**src/rtl/cdrt_pkg.sv**
```systemverilog
// Types and constants of the deferred request table
`timescale 1ns / 1ps

package cdrt_pkg;

   localparam int KIND_BITS         = 3;
   localparam int OUTCOME_BITS      = 3;
   localparam int EMIT_HANDLER_BITS = 16;
   localparam int CTX_BITS          = 32;
   localparam int FLAG_BITS         = 32;
   localparam int STAT_BITS         = 32;

   typedef enum logic [KIND_BITS-1:0] {
      KIND_DEFER       = 3'd0,
      KIND_CANCEL      = 3'd1,
      KIND_FLUSH       = 3'd2,
      KIND_BEGIN_BATCH = 3'd3,
      KIND_END_BATCH   = 3'd4,
      KIND_BEGIN_SYNC  = 3'd5,
      KIND_END_SYNC    = 3'd6,
      KIND_TAKE_STATS  = 3'd7
   } kind_type;

   typedef enum logic [OUTCOME_BITS-1:0] {
      OUT_INSERTED  = 3'd0,
      OUT_MERGED    = 3'd1,
      OUT_REJECTED  = 3'd2,
      OUT_FULL      = 3'd3,
      OUT_NOT_DEFER = 3'd4
   } outcome_type;

   // controller to datapath
   typedef struct packed {
      logic load_in;
      logic exec;
      logic flush_emit;
   } ctrl_cmd_type;

   // datapath to controller
   typedef struct packed {
      kind_type kind;
      logic     table_empty;
      logic     flush_last;
      logic     out_free;
   } dp_status_type;

endpackage

```
**src/rtl/cdrt_req_if.sv**
```systemverilog
// Request channel of the deferred request table
`timescale 1ns / 1ps

interface cdrt_req_if #(
   parameter int HANDLER_BITS = 16
);
   logic                             valid;
   logic                             ready;
   logic [cdrt_pkg::KIND_BITS-1:0]   kind;
   logic [HANDLER_BITS-1:0]          handler_id;
   logic [cdrt_pkg::CTX_BITS-1:0]    context_id;
   logic [cdrt_pkg::FLAG_BITS-1:0]   flag_bits;

   modport source (output valid, kind, handler_id, context_id, flag_bits, input ready);
   modport sink   (input valid, kind, handler_id, context_id, flag_bits, output ready);
endinterface

```
**src/rtl/cdrt_rsp_if.sv**
```systemverilog
// Response channel of the deferred request table
`timescale 1ns / 1ps

interface cdrt_rsp_if;
   logic                                    valid;
   logic                                    ready;
   logic [cdrt_pkg::OUTCOME_BITS-1:0]       outcome;
   logic                                    emit_valid;
   logic [cdrt_pkg::EMIT_HANDLER_BITS-1:0]  emit_handler;
   logic [cdrt_pkg::CTX_BITS-1:0]           emit_context;
   logic [cdrt_pkg::FLAG_BITS-1:0]          emit_flags;
   logic                                    last;
   logic                                    batching;
   logic                                    any_pending;
   logic [cdrt_pkg::STAT_BITS-1:0]          stat_requests;
   logic [cdrt_pkg::STAT_BITS-1:0]          stat_merged;
   logic [cdrt_pkg::STAT_BITS-1:0]          stat_full;
   logic [cdrt_pkg::STAT_BITS-1:0]          stat_emitted;

   modport source (output valid, outcome, emit_valid, emit_handler, emit_context, emit_flags,
                   last, batching, any_pending, stat_requests, stat_merged, stat_full,
                   stat_emitted, input ready);
   modport sink   (input valid, outcome, emit_valid, emit_handler, emit_context, emit_flags,
                   last, batching, any_pending, stat_requests, stat_merged, stat_full,
                   stat_emitted, output ready);
endinterface

```
**src/rtl/cdrt_ctrl.sv**
```systemverilog
// Controller state machine of the deferred request table
`timescale 1ns / 1ps

module cdrt_ctrl (
   input  logic                    clock,
   input  logic                    reset,
   input  logic                    req_valid,
   output logic                    req_ready,
   input  cdrt_pkg::dp_status_type status,
   output cdrt_pkg::ctrl_cmd_type  cmd
);

   typedef enum logic [1:0] {
      S_IDLE,
      S_EXEC,
      S_FLUSH
   } state_type;

   state_type state_ff, state_in;
   logic      req_ready_ff, req_ready_in;

   always_comb begin
      cmd          = '0;
      state_in     = state_ff;
      req_ready_in = req_ready_ff;
      unique case (state_ff)
         S_IDLE: begin
            if (req_valid && req_ready_ff) begin
               cmd.load_in  = 1'b1;
               state_in     = S_EXEC;
               req_ready_in = 1'b0;
            end
         end
         S_EXEC: begin
            // wait for room in the result register
            if (status.out_free) begin
               cmd.exec = 1'b1;
               if (status.kind == cdrt_pkg::KIND_FLUSH && !status.table_empty) begin
                  state_in = S_FLUSH;
               end else begin
                  state_in     = S_IDLE;
                  req_ready_in = 1'b1;
               end
            end
         end
         S_FLUSH: begin
            if (status.out_free) begin
               cmd.flush_emit = 1'b1;
               if (status.flush_last) begin
                  state_in     = S_IDLE;
                  req_ready_in = 1'b1;
               end
            end
         end
         default: begin
            state_in     = S_IDLE;
            req_ready_in = 1'b1;
         end
      endcase
   end

   always_ff @(posedge clock) begin
      if (reset) begin
         state_ff     <= S_IDLE;
         req_ready_ff <= 1'b1;
      end else begin
         state_ff     <= state_in;
         req_ready_ff <= req_ready_in;
      end
   end

   assign req_ready = req_ready_ff;

endmodule

```
**src/rtl/cdrt_dp.sv**
```systemverilog
// Datapath of the deferred request table: slot file, key compare, counters, result register
`timescale 1ns / 1ps

module cdrt_dp #(
   parameter int SLOTS        = 16,
   parameter int HANDLER_BITS = 16,
   parameter int NEST_BITS    = 8
) (
   input  logic                                   clock,
   input  logic                                   reset,
   input  cdrt_pkg::ctrl_cmd_type                 cmd,
   output cdrt_pkg::dp_status_type                status,
   input  logic [cdrt_pkg::KIND_BITS-1:0]         req_kind,
   input  logic [HANDLER_BITS-1:0]                req_handler_id,
   input  logic [cdrt_pkg::CTX_BITS-1:0]          req_context_id,
   input  logic [cdrt_pkg::FLAG_BITS-1:0]         req_flag_bits,
   output logic                                   rsp_valid,
   input  logic                                   rsp_ready,
   output logic [cdrt_pkg::OUTCOME_BITS-1:0]      rsp_outcome,
   output logic                                   rsp_emit_valid,
   output logic [cdrt_pkg::EMIT_HANDLER_BITS-1:0] rsp_emit_handler,
   output logic [cdrt_pkg::CTX_BITS-1:0]          rsp_emit_context,
   output logic [cdrt_pkg::FLAG_BITS-1:0]         rsp_emit_flags,
   output logic                                   rsp_last,
   output logic                                   rsp_batching,
   output logic                                   rsp_any_pending,
   output logic [cdrt_pkg::STAT_BITS-1:0]         rsp_stat_requests,
   output logic [cdrt_pkg::STAT_BITS-1:0]         rsp_stat_merged,
   output logic [cdrt_pkg::STAT_BITS-1:0]         rsp_stat_full,
   output logic [cdrt_pkg::STAT_BITS-1:0]         rsp_stat_emitted
);

   localparam int IDX_BITS = (SLOTS > 1) ? $clog2(SLOTS) : 1;
   localparam int EH       = cdrt_pkg::EMIT_HANDLER_BITS;
   localparam int CB       = cdrt_pkg::CTX_BITS;
   localparam int FB       = cdrt_pkg::FLAG_BITS;
   localparam int SB       = cdrt_pkg::STAT_BITS;

   // latched item
   cdrt_pkg::kind_type    in_kind_ff;
   logic [HANDLER_BITS-1:0] in_handler_ff;
   logic [CB-1:0]         in_context_ff;
   logic [FB-1:0]         in_flags_ff;

   // slot file; a slot is live when its valid bit is set
   logic [SLOTS-1:0]        slot_valid_ff, slot_valid_in;
   logic [HANDLER_BITS-1:0] slot_handler_ff [SLOTS];
   logic [CB-1:0]           slot_context_ff [SLOTS];
   logic [FB-1:0]           slot_flags_ff   [SLOTS];
   logic [SLOTS-1:0]        flush_mask_ff, flush_mask_in;

   logic [NEST_BITS-1:0] batch_ff, batch_in, sync_ff, sync_in;
   logic [SB-1:0] cnt_req_ff, cnt_req_in, cnt_merge_ff, cnt_merge_in;
   logic [SB-1:0] cnt_full_ff, cnt_full_in, cnt_emit_ff, cnt_emit_in;

   // result register
   logic                          out_valid_ff;
   cdrt_pkg::outcome_type         out_outcome_ff, out_outcome_in;
   logic                          out_emit_ff, out_emit_in;
   logic [EH-1:0]                 out_handler_ff, out_handler_in;
   logic [CB-1:0]                 out_context_ff, out_context_in;
   logic [FB-1:0]                 out_flags_ff, out_flags_in;
   logic                          out_last_ff, out_last_in;
   logic                          out_batching_ff, out_batching_in;
   logic                          out_pending_ff, out_pending_in;
   logic [SB-1:0]                 out_sreq_ff, out_sreq_in, out_smerge_ff, out_smerge_in;
   logic [SB-1:0]                 out_sfull_ff, out_sfull_in, out_semit_ff, out_semit_in;
   logic                          out_load;

   logic [SLOTS-1:0]    match_vec;
   logic [IDX_BITS-1:0] match_idx, free_idx, flush_idx;
   logic                hit, has_free, gate_ok, do_insert, do_merge;

   // key compare and lowest-index pick
   always_comb begin
      match_idx = '0;
      free_idx  = '0;
      flush_idx = '0;
      for (int i = 0; i < SLOTS; i++) begin
         match_vec[i] = slot_valid_ff[i] && slot_handler_ff[i] == in_handler_ff
                        && slot_context_ff[i] == in_context_ff;
      end
      for (int i = SLOTS - 1; i >= 0; i--) begin
         if (match_vec[i])     match_idx = IDX_BITS'(i);
         if (!slot_valid_ff[i]) free_idx = IDX_BITS'(i);
         if (flush_mask_ff[i]) flush_idx = IDX_BITS'(i);
      end
      hit      = |match_vec;
      has_free = ~&slot_valid_ff;
      gate_ok  = in_handler_ff != '0 && in_flags_ff != '0 && batch_ff != '0 && sync_ff == '0;
   end

   assign do_insert = cmd.exec && in_kind_ff == cdrt_pkg::KIND_DEFER && gate_ok && !hit
                      && has_free;
   assign do_merge  = cmd.exec && in_kind_ff == cdrt_pkg::KIND_DEFER && gate_ok && hit;

   always_comb begin
      slot_valid_in   = slot_valid_ff;
      flush_mask_in   = flush_mask_ff;
      batch_in        = batch_ff;
      sync_in         = sync_ff;
      cnt_req_in      = cnt_req_ff;
      cnt_merge_in    = cnt_merge_ff;
      cnt_full_in     = cnt_full_ff;
      cnt_emit_in     = cnt_emit_ff;
      out_load        = 1'b0;
      out_outcome_in  = cdrt_pkg::OUT_NOT_DEFER;
      out_emit_in     = 1'b0;
      out_handler_in  = '0;
      out_context_in  = '0;
      out_flags_in    = '0;
      out_last_in     = 1'b1;
      out_sreq_in     = '0;
      out_smerge_in   = '0;
      out_sfull_in    = '0;
      out_semit_in    = '0;

      if (cmd.exec) begin
         out_load = 1'b1;
         unique case (in_kind_ff)
            cdrt_pkg::KIND_DEFER: begin
               if (!gate_ok) begin
                  out_outcome_in = cdrt_pkg::OUT_REJECTED;
               end else begin
                  cnt_req_in = cnt_req_ff + SB'(1);
                  if (hit) begin
                     out_outcome_in = cdrt_pkg::OUT_MERGED;
                     cnt_merge_in   = cnt_merge_ff + SB'(1);
                  end else if (has_free) begin
                     out_outcome_in          = cdrt_pkg::OUT_INSERTED;
                     slot_valid_in[free_idx] = 1'b1;
                  end else begin
                     out_outcome_in = cdrt_pkg::OUT_FULL;
                     cnt_full_in    = cnt_full_ff + SB'(1);
                  end
               end
            end
            cdrt_pkg::KIND_CANCEL: slot_valid_in = slot_valid_ff & ~match_vec;
            cdrt_pkg::KIND_FLUSH: begin
               // hand the live set to the flush sweep; an empty table answers at once
               flush_mask_in = slot_valid_ff;
               slot_valid_in = '0;
               out_load      = ~|slot_valid_ff;
            end
            cdrt_pkg::KIND_BEGIN_BATCH: if (batch_ff != '1) batch_in = batch_ff + NEST_BITS'(1);
            cdrt_pkg::KIND_END_BATCH:   if (batch_ff != '0) batch_in = batch_ff - NEST_BITS'(1);
            cdrt_pkg::KIND_BEGIN_SYNC:  if (sync_ff != '1) sync_in = sync_ff + NEST_BITS'(1);
            cdrt_pkg::KIND_END_SYNC:    if (sync_ff != '0) sync_in = sync_ff - NEST_BITS'(1);
            cdrt_pkg::KIND_TAKE_STATS: begin
               out_sreq_in   = cnt_req_ff;
               out_smerge_in = cnt_merge_ff;
               out_sfull_in  = cnt_full_ff;
               out_semit_in  = cnt_emit_ff;
               cnt_req_in    = '0;
               cnt_merge_in  = '0;
               cnt_full_in   = '0;
               cnt_emit_in   = '0;
            end
            default: ;
         endcase
      end else if (cmd.flush_emit) begin
         out_load                 = 1'b1;
         out_emit_in              = 1'b1;
         out_handler_in           = EH'(slot_handler_ff[flush_idx]);
         out_context_in           = slot_context_ff[flush_idx];
         out_flags_in             = slot_flags_ff[flush_idx];
         out_last_in              = status.flush_last;
         flush_mask_in[flush_idx] = 1'b0;
         cnt_emit_in              = cnt_emit_ff + SB'(1);
      end

      // batching and pending show the state after the step
      out_batching_in = batch_in != '0 && sync_in == '0;
      out_pending_in  = |slot_valid_in;
   end

   assign status.kind        = in_kind_ff;
   assign status.table_empty = ~|slot_valid_ff;
   assign status.flush_last  = (flush_mask_ff & (flush_mask_ff - SLOTS'(1))) == '0;
   assign status.out_free    = !out_valid_ff || rsp_ready;

   // slot payload, no reset
   always_ff @(posedge clock) begin
      if (do_insert) begin
         slot_handler_ff[free_idx] <= in_handler_ff;
         slot_context_ff[free_idx] <= in_context_ff;
         slot_flags_ff[free_idx]   <= in_flags_ff;
      end else if (do_merge) begin
         slot_flags_ff[match_idx]  <= slot_flags_ff[match_idx] | in_flags_ff;
      end
   end

   always_ff @(posedge clock) begin
      if (cmd.load_in) begin
         in_kind_ff    <= cdrt_pkg::kind_type'(req_kind);
         in_handler_ff <= req_handler_id;
         in_context_ff <= req_context_id;
         in_flags_ff   <= req_flag_bits;
      end
      if (out_load) begin
         out_outcome_ff  <= out_outcome_in;
         out_emit_ff     <= out_emit_in;
         out_handler_ff  <= out_handler_in;
         out_context_ff  <= out_context_in;
         out_flags_ff    <= out_flags_in;
         out_last_ff     <= out_last_in;
         out_batching_ff <= out_batching_in;
         out_pending_ff  <= out_pending_in;
         out_sreq_ff     <= out_sreq_in;
         out_smerge_ff   <= out_smerge_in;
         out_sfull_ff    <= out_sfull_in;
         out_semit_ff    <= out_semit_in;
      end
   end

   always_ff @(posedge clock) begin
      if (reset) begin
         slot_valid_ff <= '0;
         flush_mask_ff <= '0;
         batch_ff      <= '0;
         sync_ff       <= '0;
         cnt_req_ff    <= '0;
         cnt_merge_ff  <= '0;
         cnt_full_ff   <= '0;
         cnt_emit_ff   <= '0;
         out_valid_ff  <= 1'b0;
      end else begin
         slot_valid_ff <= slot_valid_in;
         flush_mask_ff <= flush_mask_in;
         batch_ff      <= batch_in;
         sync_ff       <= sync_in;
         cnt_req_ff    <= cnt_req_in;
         cnt_merge_ff  <= cnt_merge_in;
         cnt_full_ff   <= cnt_full_in;
         cnt_emit_ff   <= cnt_emit_in;
         if (out_load) begin
            out_valid_ff <= 1'b1;
         end else if (rsp_ready) begin
            out_valid_ff <= 1'b0;
         end
      end
   end

   assign rsp_valid         = out_valid_ff;
   assign rsp_outcome       = out_outcome_ff;
   assign rsp_emit_valid    = out_emit_ff;
   assign rsp_emit_handler  = out_handler_ff;
   assign rsp_emit_context  = out_context_ff;
   assign rsp_emit_flags    = out_flags_ff;
   assign rsp_last          = out_last_ff;
   assign rsp_batching      = out_batching_ff;
   assign rsp_any_pending   = out_pending_ff;
   assign rsp_stat_requests = out_sreq_ff;
   assign rsp_stat_merged   = out_smerge_ff;
   assign rsp_stat_full     = out_sfull_ff;
   assign rsp_stat_emitted  = out_semit_ff;

endmodule

```
**src/rtl/coalescing_deferred_request_table_unit.sv**
```systemverilog
// Top level of the coalescing deferred request table
`timescale 1ns / 1ps

// Table of up to SLOTS pending requests keyed by handler and context. Each
// request item passes an accept step, then an execute step in which every
// slot's key is compared in parallel and the table, the nesting counters and
// the event counters are updated. A flush reads the live entries out of the
// slot file through one port, one entry a cycle while the result register is
// free. The result register lets a new item be taken while a result waits; the
// execute step holds off until that register is free. Slot occupancy lives in
// valid flip-flops cleared by reset, so there is no clearing pass.
module coalescing_deferred_request_table_unit #(
   parameter int SLOTS        = 16,
   parameter int HANDLER_BITS = 16,
   parameter int NEST_BITS    = 8
) (
   input logic        clock,
   input logic        reset,
   cdrt_req_if.sink   req_bus,
   cdrt_rsp_if.source rsp_bus
);

   cdrt_pkg::ctrl_cmd_type  cmd;
   cdrt_pkg::dp_status_type status;
   logic [HANDLER_BITS-1:0] req_handler;

   assign req_handler = HANDLER_BITS'(req_bus.handler_id);

   cdrt_ctrl u_ctrl (
      .clock     (clock),
      .reset     (reset),
      .req_valid (req_bus.valid),
      .req_ready (req_bus.ready),
      .status    (status),
      .cmd       (cmd)
   );

   cdrt_dp #(
      .SLOTS        (SLOTS),
      .HANDLER_BITS (HANDLER_BITS),
      .NEST_BITS    (NEST_BITS)
   ) u_dp (
      .clock             (clock),
      .reset             (reset),
      .cmd               (cmd),
      .status            (status),
      .req_kind          (req_bus.kind),
      .req_handler_id    (req_handler),
      .req_context_id    (req_bus.context_id),
      .req_flag_bits     (req_bus.flag_bits),
      .rsp_valid         (rsp_bus.valid),
      .rsp_ready         (rsp_bus.ready),
      .rsp_outcome       (rsp_bus.outcome),
      .rsp_emit_valid    (rsp_bus.emit_valid),
      .rsp_emit_handler  (rsp_bus.emit_handler),
      .rsp_emit_context  (rsp_bus.emit_context),
      .rsp_emit_flags    (rsp_bus.emit_flags),
      .rsp_last          (rsp_bus.last),
      .rsp_batching      (rsp_bus.batching),
      .rsp_any_pending   (rsp_bus.any_pending),
      .rsp_stat_requests (rsp_bus.stat_requests),
      .rsp_stat_merged   (rsp_bus.stat_merged),
      .rsp_stat_full     (rsp_bus.stat_full),
      .rsp_stat_emitted  (rsp_bus.stat_emitted)
   );

endmodule

```
**src/flat_wrapper.sv**
```systemverilog
// flat-port wrapper written by rule: the top's interface ports become plain ports
module coalescing_deferred_request_table_unit_flat 
#(
   parameter int SLOTS        = 16,
   parameter int HANDLER_BITS = 16,
   parameter int NEST_BITS    = 8
)
  (clock, reset, req_bus_valid, req_bus_kind, req_bus_handler_id, req_bus_context_id, req_bus_flag_bits, req_bus_ready, rsp_bus_valid, rsp_bus_outcome, rsp_bus_emit_valid, rsp_bus_emit_handler, rsp_bus_emit_context, rsp_bus_emit_flags, rsp_bus_last, rsp_bus_batching, rsp_bus_any_pending, rsp_bus_stat_requests, rsp_bus_stat_merged, rsp_bus_stat_full, rsp_bus_stat_emitted, rsp_bus_ready);
  cdrt_req_if #(.HANDLER_BITS(HANDLER_BITS)) req_bus_i ();
  cdrt_rsp_if rsp_bus_i ();
  input logic clock;
  input logic reset;
  input wire logic [$bits(req_bus_i.valid)-1:0] req_bus_valid;
  input wire logic [$bits(req_bus_i.kind)-1:0] req_bus_kind;
  input wire logic [$bits(req_bus_i.handler_id)-1:0] req_bus_handler_id;
  input wire logic [$bits(req_bus_i.context_id)-1:0] req_bus_context_id;
  input wire logic [$bits(req_bus_i.flag_bits)-1:0] req_bus_flag_bits;
  output wire logic [$bits(req_bus_i.ready)-1:0] req_bus_ready;
  output wire logic [$bits(rsp_bus_i.valid)-1:0] rsp_bus_valid;
  output wire logic [$bits(rsp_bus_i.outcome)-1:0] rsp_bus_outcome;
  output wire logic [$bits(rsp_bus_i.emit_valid)-1:0] rsp_bus_emit_valid;
  output wire logic [$bits(rsp_bus_i.emit_handler)-1:0] rsp_bus_emit_handler;
  output wire logic [$bits(rsp_bus_i.emit_context)-1:0] rsp_bus_emit_context;
  output wire logic [$bits(rsp_bus_i.emit_flags)-1:0] rsp_bus_emit_flags;
  output wire logic [$bits(rsp_bus_i.last)-1:0] rsp_bus_last;
  output wire logic [$bits(rsp_bus_i.batching)-1:0] rsp_bus_batching;
  output wire logic [$bits(rsp_bus_i.any_pending)-1:0] rsp_bus_any_pending;
  output wire logic [$bits(rsp_bus_i.stat_requests)-1:0] rsp_bus_stat_requests;
  output wire logic [$bits(rsp_bus_i.stat_merged)-1:0] rsp_bus_stat_merged;
  output wire logic [$bits(rsp_bus_i.stat_full)-1:0] rsp_bus_stat_full;
  output wire logic [$bits(rsp_bus_i.stat_emitted)-1:0] rsp_bus_stat_emitted;
  input wire logic [$bits(rsp_bus_i.ready)-1:0] rsp_bus_ready;
  assign req_bus_i.valid = req_bus_valid;
  assign req_bus_i.kind = req_bus_kind;
  assign req_bus_i.handler_id = req_bus_handler_id;
  assign req_bus_i.context_id = req_bus_context_id;
  assign req_bus_i.flag_bits = req_bus_flag_bits;
  assign req_bus_ready = req_bus_i.ready;
  assign rsp_bus_valid = rsp_bus_i.valid;
  assign rsp_bus_outcome = rsp_bus_i.outcome;
  assign rsp_bus_emit_valid = rsp_bus_i.emit_valid;
  assign rsp_bus_emit_handler = rsp_bus_i.emit_handler;
  assign rsp_bus_emit_context = rsp_bus_i.emit_context;
  assign rsp_bus_emit_flags = rsp_bus_i.emit_flags;
  assign rsp_bus_last = rsp_bus_i.last;
  assign rsp_bus_batching = rsp_bus_i.batching;
  assign rsp_bus_any_pending = rsp_bus_i.any_pending;
  assign rsp_bus_stat_requests = rsp_bus_i.stat_requests;
  assign rsp_bus_stat_merged = rsp_bus_i.stat_merged;
  assign rsp_bus_stat_full = rsp_bus_i.stat_full;
  assign rsp_bus_stat_emitted = rsp_bus_i.stat_emitted;
  assign rsp_bus_i.ready = rsp_bus_ready;
  coalescing_deferred_request_table_unit #(.SLOTS(SLOTS), .HANDLER_BITS(HANDLER_BITS), .NEST_BITS(NEST_BITS)) u_core (.clock(clock), .reset(reset), .req_bus(req_bus_i), .rsp_bus(rsp_bus_i));
endmodule
```
**config.mk**
```make
export PLATFORM = sky130hd
export DESIGN_NAME = coalescing_deferred_request_table_unit_flat
export DESIGN_NICKNAME = d
export VERILOG_FILES = /design/src/rtl/cdrt_pkg.sv /design/src/rtl/cdrt_req_if.sv /design/src/rtl/cdrt_rsp_if.sv /design/src/rtl/cdrt_ctrl.sv /design/src/rtl/cdrt_dp.sv /design/src/rtl/coalescing_deferred_request_table_unit.sv /design/src/flat_wrapper.sv
export SDC_FILE = /design/constraint.sdc
export NUM_CORES = 2
export LEC_CHECK = 0
export BUFFER_PORTS_ARGS = -buffer_cell sky130_fd_sc_hd__buf_2
export CAP_MARGIN = 20
export CORE_ASPECT_RATIO = 0.9
export CORE_UTILIZATION = 57
export CTS_CLUSTER_SIZE = 24
export DETAILED_ROUTE_END_ITERATION = 6
export PLACE_DENSITY = 0.76
export SETUP_SLACK_MARGIN = 0.2
export SLEW_MARGIN = 0
export SYNTH_ARGS = -nofsm -noshare
export SYNTH_HDL_FRONTEND = slang
export SYNTH_SLANG_ARGS = --single-unit
```
**constraint.sdc**
```tcl
create_clock -name clock -period 6.6 [get_ports clock]
set_input_delay 0.33 -clock clock [delete_from_list [all_inputs] [get_ports clock]]
set_output_delay 0.33 -clock clock [all_outputs]
set_load 0.05 [all_outputs]
```
### Yosys cells after proc, flatten, opt, wreduce, memory -nomap -nowiden

Memories as Yosys holds them, arrays and structs flattened. A register that Yosys moved wholly into a read port is not among the register bits.
Index checks and enable logic that the tools add are counted.

* register bits after elaboration: 398
* memory bits (writable): 1280
* input port bits: 87
* output and inout bits: 217
* word-level logic and storage cells: 295
* memories: 3

Memory list
* u_core.u_dp.slot_context_ff: depth 16, bits a word 32, rd ports 17, clocked after Yosys merged registers in 1, write ports 1, RTL line cdrt_dp.sv:48 `logic [CB-1:0] slot_context_ff [SLOTS];`
* u_core.u_dp.slot_flags_ff: depth 16, bits a word 32, rd ports 2, clocked after Yosys merged registers in 1, write ports 1, RTL line cdrt_dp.sv:49 `logic [FB-1:0] slot_flags_ff [SLOTS];`
* u_core.u_dp.slot_handler_ff: depth 16, bits a word 16, rd ports 17, clocked after Yosys merged registers in 1, write ports 1, RTL line cdrt_dp.sv:47 `logic [HANDLER_BITS-1:0] slot_handler_ff [SLOTS];`

* $add $sub $neg: 9
* magnitude comparators: 4
* equality and inequality tests: 54
* multiplexer cells: 113
* bitwise logic cells: 8
* reduce and logical (&&, ||, !) cells: 79

Operator list (number)
* 32-bit equality test: 16
* 32-bit two-way mux: 10
* 16-bit equality test: 16
* 4-bit two-way mux: 49
* 32-bit one-hot mux with 2 select lines: 3
* 32-bit by 1-bit adder with 32-bit output, second input constant: 4
* 16-bit two-way mux: 7
* 16-bit bitwise AND: 3
* 8-bit two-way mux: 6
* 16-bit one-hot mux with 3 select lines: 1
* 16-bit OR reduction: 3
* 1-bit logical AND: 45
* 16-bit inverter: 2
* 32-bit OR: 1
* 8-bit one-hot mux with 2 select lines: 2
* 32-bit nonzero test: 1
* 32-bit OR reduction: 1
* 8-bit nonzero test: 3
* 1-bit two-way mux: 23
* 8-bit by 1-bit adder with 8-bit output, second input constant: 2
* 16-bit zero test: 1
* 8-bit zero test: 2
* 2-bit two-way mux: 8
* 8-bit inequality test, second input constant: 2
* other kinds (28): 56

### Depth between registers and ports, before layout

* depth after elaboration: 27
* mapped depth: 17

### By module

Synthesis repeated with hierarchy kept, for this count alone.

* cell total of the unflattened synthesis: 7259
* area, all modules: 85009.0 um^2

By module, submodules not included
* cdrt_dp: instances 1, cells each 7238, area an instance 84802.6 um^2, seq. area each 50928.8 um^2
* cdrt_ctrl: instances 1, cells each 21, area an instance 206.4 um^2, seq. area each 60.1 um^2

### Least setup slack after synthesis

OpenSTA, ideal clock, no wires.

* path type: register to register
* start: register u_core.u_ctrl.req_ready_ff, in the netlist u_core.u_ctrl.req_ready
* end: register u_core.u_dp.in_context_ff[0] (enable)
* library setup time: 0.631 ns
* arrival time: 6.498 ns
* slack: -0.529 ns
* stages on the path, launching flop included: 3
* path buffers: 0
* period minus slack after synthesis: 7.129 ns
* cell sequence: dfxtp_1 nand2_1 nor3_1

RTL lines
* start, declared: RTL line cdrt_ctrl.sv:20 `logic req_ready_ff, req_ready_in;`
* start signal, assigned: RTL line cdrt_ctrl.sv:68 `req_ready_ff <= req_ready_in;`
* end signal, assigned: RTL line cdrt_dp.sv:197 `in_context_ff <= req_context_id;`
* end, declared: RTL line cdrt_dp.sv:42 `logic [CB-1:0] in_context_ff;`

### Worst setup path after layout

* start: register u_core.u_dp.in_handler_ff[4]
* end: memory u_core.u_dp.slot_flags_ff[8][25] (netlist name) (data pin)

* cells in the longest elaborated chain, start to end: 22

Ends and longest elaborated chain
* start, declared: RTL line cdrt_dp.sv:41 `logic [HANDLER_BITS-1:0] in_handler_ff;`
* start signal, assigned: RTL line cdrt_dp.sv:196 `in_handler_ff <= req_handler_id;`
* 16-bit equality test: RTL line cdrt_dp.sv:80 `match_vec[i] = slot_valid_ff[i] && slot_handler_ff[i] == in_handler_ff`
* 1-bit logical AND: RTL line cdrt_dp.sv:80
* 1-bit logical AND: RTL line cdrt_dp.sv:81 `&& slot_context_ff[i] == in_context_ff;`
* 4-bit two-way mux (16 in a row): RTL line cdrt_dp.sv:84 `if (match_vec[i]) match_idx = IDX_BITS'(i);`
* memory read 16 x 32 bit
* 32-bit OR: RTL line cdrt_dp.sv:189 `slot_flags_ff[match_idx] <= slot_flags_ff[match_idx] | in_flags_ff;`
* 32-bit two-way mux (no source line) *
* end, declared: RTL line cdrt_dp.sv:49

Every way passes the cells marked *; elsewhere a longest branch is shown, timed or not.

==> flow_summary.toml <==
[worst_setup_path]
arrival_ps = 6320
critPathTopFamily = "simple AND/OR/NAND/NOR gates"
crit_start = "u_core.u_dp.in_handler_ff[4]"
ff2ff_path_depth = 14
crit_path_max_fanout = 40
critPathKind = "reg -> reg"
cp.buffers_inverters = 2
cp-end-kind = "flop"
cp_slowest_stage_delay_ps = 990
cp_cell_sequence = "buf_4 > xor2_1 > nor4_1 > nand3_1 > or4_1 > o21ai_0 > nor2_1 > nor2b_1 > o31ai_2 > and2_2 > buf_12 > a22oi_1 > a31oi_1 > nand2_1"
critPathLaunchType = "flop"
crit_slowest_cell = "edfxtp_1"
path_depth = 14
rr_startpoint = "u_core.u_dp.in_handler_ff[4]"
r2r_setup_slack_ps = 740
r2r_end = "u_core.u_dp.slot_flags_ff[8][25]"
critical_path.endpoint = "u_core.u_dp.slot_flags_ff[8][25]"
worstPathRequired_ps = 7060

[clock_tree]
clockBufferDepth = 3
clock_latency_ps = 840
clock-root-buffer = "clkbuf_16"
cts_tree = "built"
ctsResizeCount = 0
clk_pin_slew_ps = 60
htree_levels = 4
cts-buffers-inserted = 177
cts.sinks = 1758

[synthesis]
synth_area_per_cell_um2 = 11.8
yosysTopAreaCell = "edfxtp_1"
netlist_area_um2 = 85400
ys_ff_latch = 1758
synth.distinct_cells = 94
ys.warnings.count = 0
synth_top_area_frac = 0.555
synth-main-ff-cell = "edfxtp_1"
synth_area_leaders = "edfxtp_1 55%, mux2i_1 5.2%, dfxtp_1 4.2%"
syn_nets = 7322
yosysSeqAreaShare = 0.597
synth_edf_count = 1578
syn_inst = 7225
synthArstFlopShare = 0

[grt]
grt_max_degree = 133
grt_pass1_wl_um = 493000
antenna_found_initial = 23
grt_usage = 0.466
overflow = 0
grt_pass1_vias = 63600

[timing]
tns_ps = 0
drv_slew = 0
post-route-period-util = 0.888
max-slew-margin-rel = 0.0658
rsz0062_at_grt = "false"
hold_viol = 0
max_freq_mhz = 171
finalWorstPathRequiredPeriod_ps = 5860
setup_viol = 0
fin_skew_ps = 37.0
worst_pin_slew_ps = 1400

[run]
drv_cap = 0

[floorplanning]
core_area_um2 = 149000
dieArea_um2 = 151000
io_pins = 304
num_rows = 134
die_x_um = 410
die_h_um = 369
start_util = 0.575

[placement]
dpl.hpwl_um = 254000
place_area_um2 = 90900
portBuffers = 303
place_congestion = 1.10

[worst_hold_path]
hold_path.class = "in -> reg"

[finish]
final_area_um2 = 97800
fillCellCount = 11000
largestRegisters = "u_core.u_dp.slot_context_ff x512, u_core.u_dp.slot_flags_ff x512, u_core.u_dp.slot_handler_ff x256"
utilization = 0.658
areaGrowthSynthToFinish_pct = 14.5
nets = 7773
layout-drive-gt1-share = 0.135

[routing]
drt-met1-wl_um = 135000
vias_per_cell = 7.10
route.detailed.wl_per_inst_um = 36.8
drt_first_pass_iters = 7
wl_met3_um = 59200
dr_wl_met2_um = 148000
top_layer_used = "met5"
wirelength_um = 361000
drc = 78
drtAntennaViolNets = 0
vias = 69600
initialDrtViolationCount = 13200

[pwr]
p_leak_nw = 35.5
ir_worst_vdd_uv = 283
power_density_nw_per_um2 = 271

[outcome]
violations = "DRC"
outcome = "complete, but fails checks"
-- synthesized netlist by cell type (85+ instances only) --
library cell and instances:
xor2_1 387, nand3_1 390, nand2b_1 139, a21oi_1 217
edfxtp_1 1578, xnor2_1 385, nand4_1 245, and3_1 217
mux2i_1 446, nor4_1 180, a31oi_1 139, clkbuf_1 260
o22ai_1 96, o21ai_0 224, nor2_1 269, dfxtp_1 180
nor3_1 85, nand2_1 824, a22oi_1 140
-- per-layer routing --
metal / vias to the layer above / global-route usage
met2: 6203 / 0.652
met5: - / 0
met3: 923 / 0.182
met4: 14 / 0.194
met1: 34400 / 0.645
li1: 28100 / -
-- worst min-delay path by stage --
stage / end / cells past startpoint / from / slack [ps]
floorplan: u_core.u_dp.in_context_ff[0] / 0 / req_bus_context_id[0] / 430
detailed placement: u_core.u_dp.cnt_merge_ff[18] / 2 / u_core.u_dp.cnt_merge_ff[18] / 480
global placement: u_core.u_dp.cnt_req_ff[31] / 2 / u_core.u_dp.cnt_req_ff[31] / 460
CTS: u_core.u_dp.in_context_ff[12] / 2 / req_bus_context_id[12] / 170
global route: u_core.u_dp.in_flags_ff[18] / 2 / req_bus_flag_bits[18] / 180
finish: u_core.u_dp.in_context_ff[0] / 2 / req_bus_context_id[0] / 200
-- metrics by stage --
step	hold WS [ps]	cells	power, W	setup WS, ps
after floorplan	429	7225	0.0148	-12.3
after global placement	463	9377	0.0162	1040
after detailed placement	476	9378	0.0162	1070
after CTS	172	9790	0.0263	1000
after global routing	184	9798	0.0269	721
final	203	9806	0.0265	741
-- power by group --
group	switching (W)	leakage, nW	internal (W)	total [W]
Combinational	0.00256	16.9	0.000734	0.00330
Clock	0.00460	2.82	0.00579	0.0104
Sequential	0.000261	15.8	0.0126	0.0128
-- placed cells by master (no fill, tap or decap), drive strengths merged, types with 45 or more instances in the layout --
| cell | netlist | routed |
|---|---|---|
| a21oi | 218 | 218 |
| a22oi | 140 | 140 |
| a31oi | 139 | 139 |
| and3 | 217 | 217 |
| buf | 196 | 644 |
| clkbuf | 263 | 220 |
| clkinv | 1 | 61 |
| dfxtp | 180 | 180 |
| dlygate4sd3 | 0 | 87 |
| edfxtp | 1578 | 1578 |
| inv | 72 | 85 |
| mux2i | 446 | 446 |
| nand2 | 824 | 824 |
| nand2b | 139 | 139 |
| nand3 | 391 | 391 |
| nand4 | 246 | 246 |
| nor2 | 273 | 273 |
| nor2b | 45 | 45 |
| nor3 | 87 | 87 |
| nor4 | 182 | 182 |
| o21ai | 228 | 228 |
| o22ai | 96 | 96 |
| or3 | 50 | 50 |
| xnor2 | 385 | 385 |
| xor2 | 387 | 387 |
-- worst reg2reg max path: stages (launching register included) --
cell      delay, ps
edfxtp_1        990
buf_4           350
xor2_1          490
nor4_1          140
nand3_1         130
or4_1           420
o21ai_0         360
nor2_1          430
nor2b_1         110
o31ai_2         750
and2_2          370
buf_12          280
a22oi_1         180
a31oi_1         180
nand2_1         310
-- cell type report --
type                       instances  area [um2]  share of cell area
clock buffer                     220        4710              0.0482
sequential                      1758       51000               0.522
multi-input combinational       4935       32400               0.332
clock inverter                   105        1180              0.0120
tap                             1972        2470              0.0252
inverter                          73         274             0.00280
timing repair buffer             731        5700              0.0583
antenna                           12        30.0            0.000307
-- timing repair --
| action | in CTS | in global routing |
|---|---|---|
| buffers inserted | 0 | 0 |
| endpoints found under the hold margin | 90 | 0 |
| hold buffers | 87 | 0 |
-- cells by family (layout without fill, tap and decap cells) --
family | Yosys count | after routing | share of synthesized area
compound gates | 1072 | 1072 | 0.0815
xor+xnor | 772 | 772 | 0.0792
fa+ha+maj | 11 | 11 | 0.00158
buf+inv | 532 | 1129 | 0.0284
flops | 1758 | 1758 | 0.597
mux | 485 | 485 | 0.0574
other cells | 0 | 12 | 0
simple gates | 2595 | 2595 | 0.155
No activity file was read; power rests on OpenSTA's default activity.
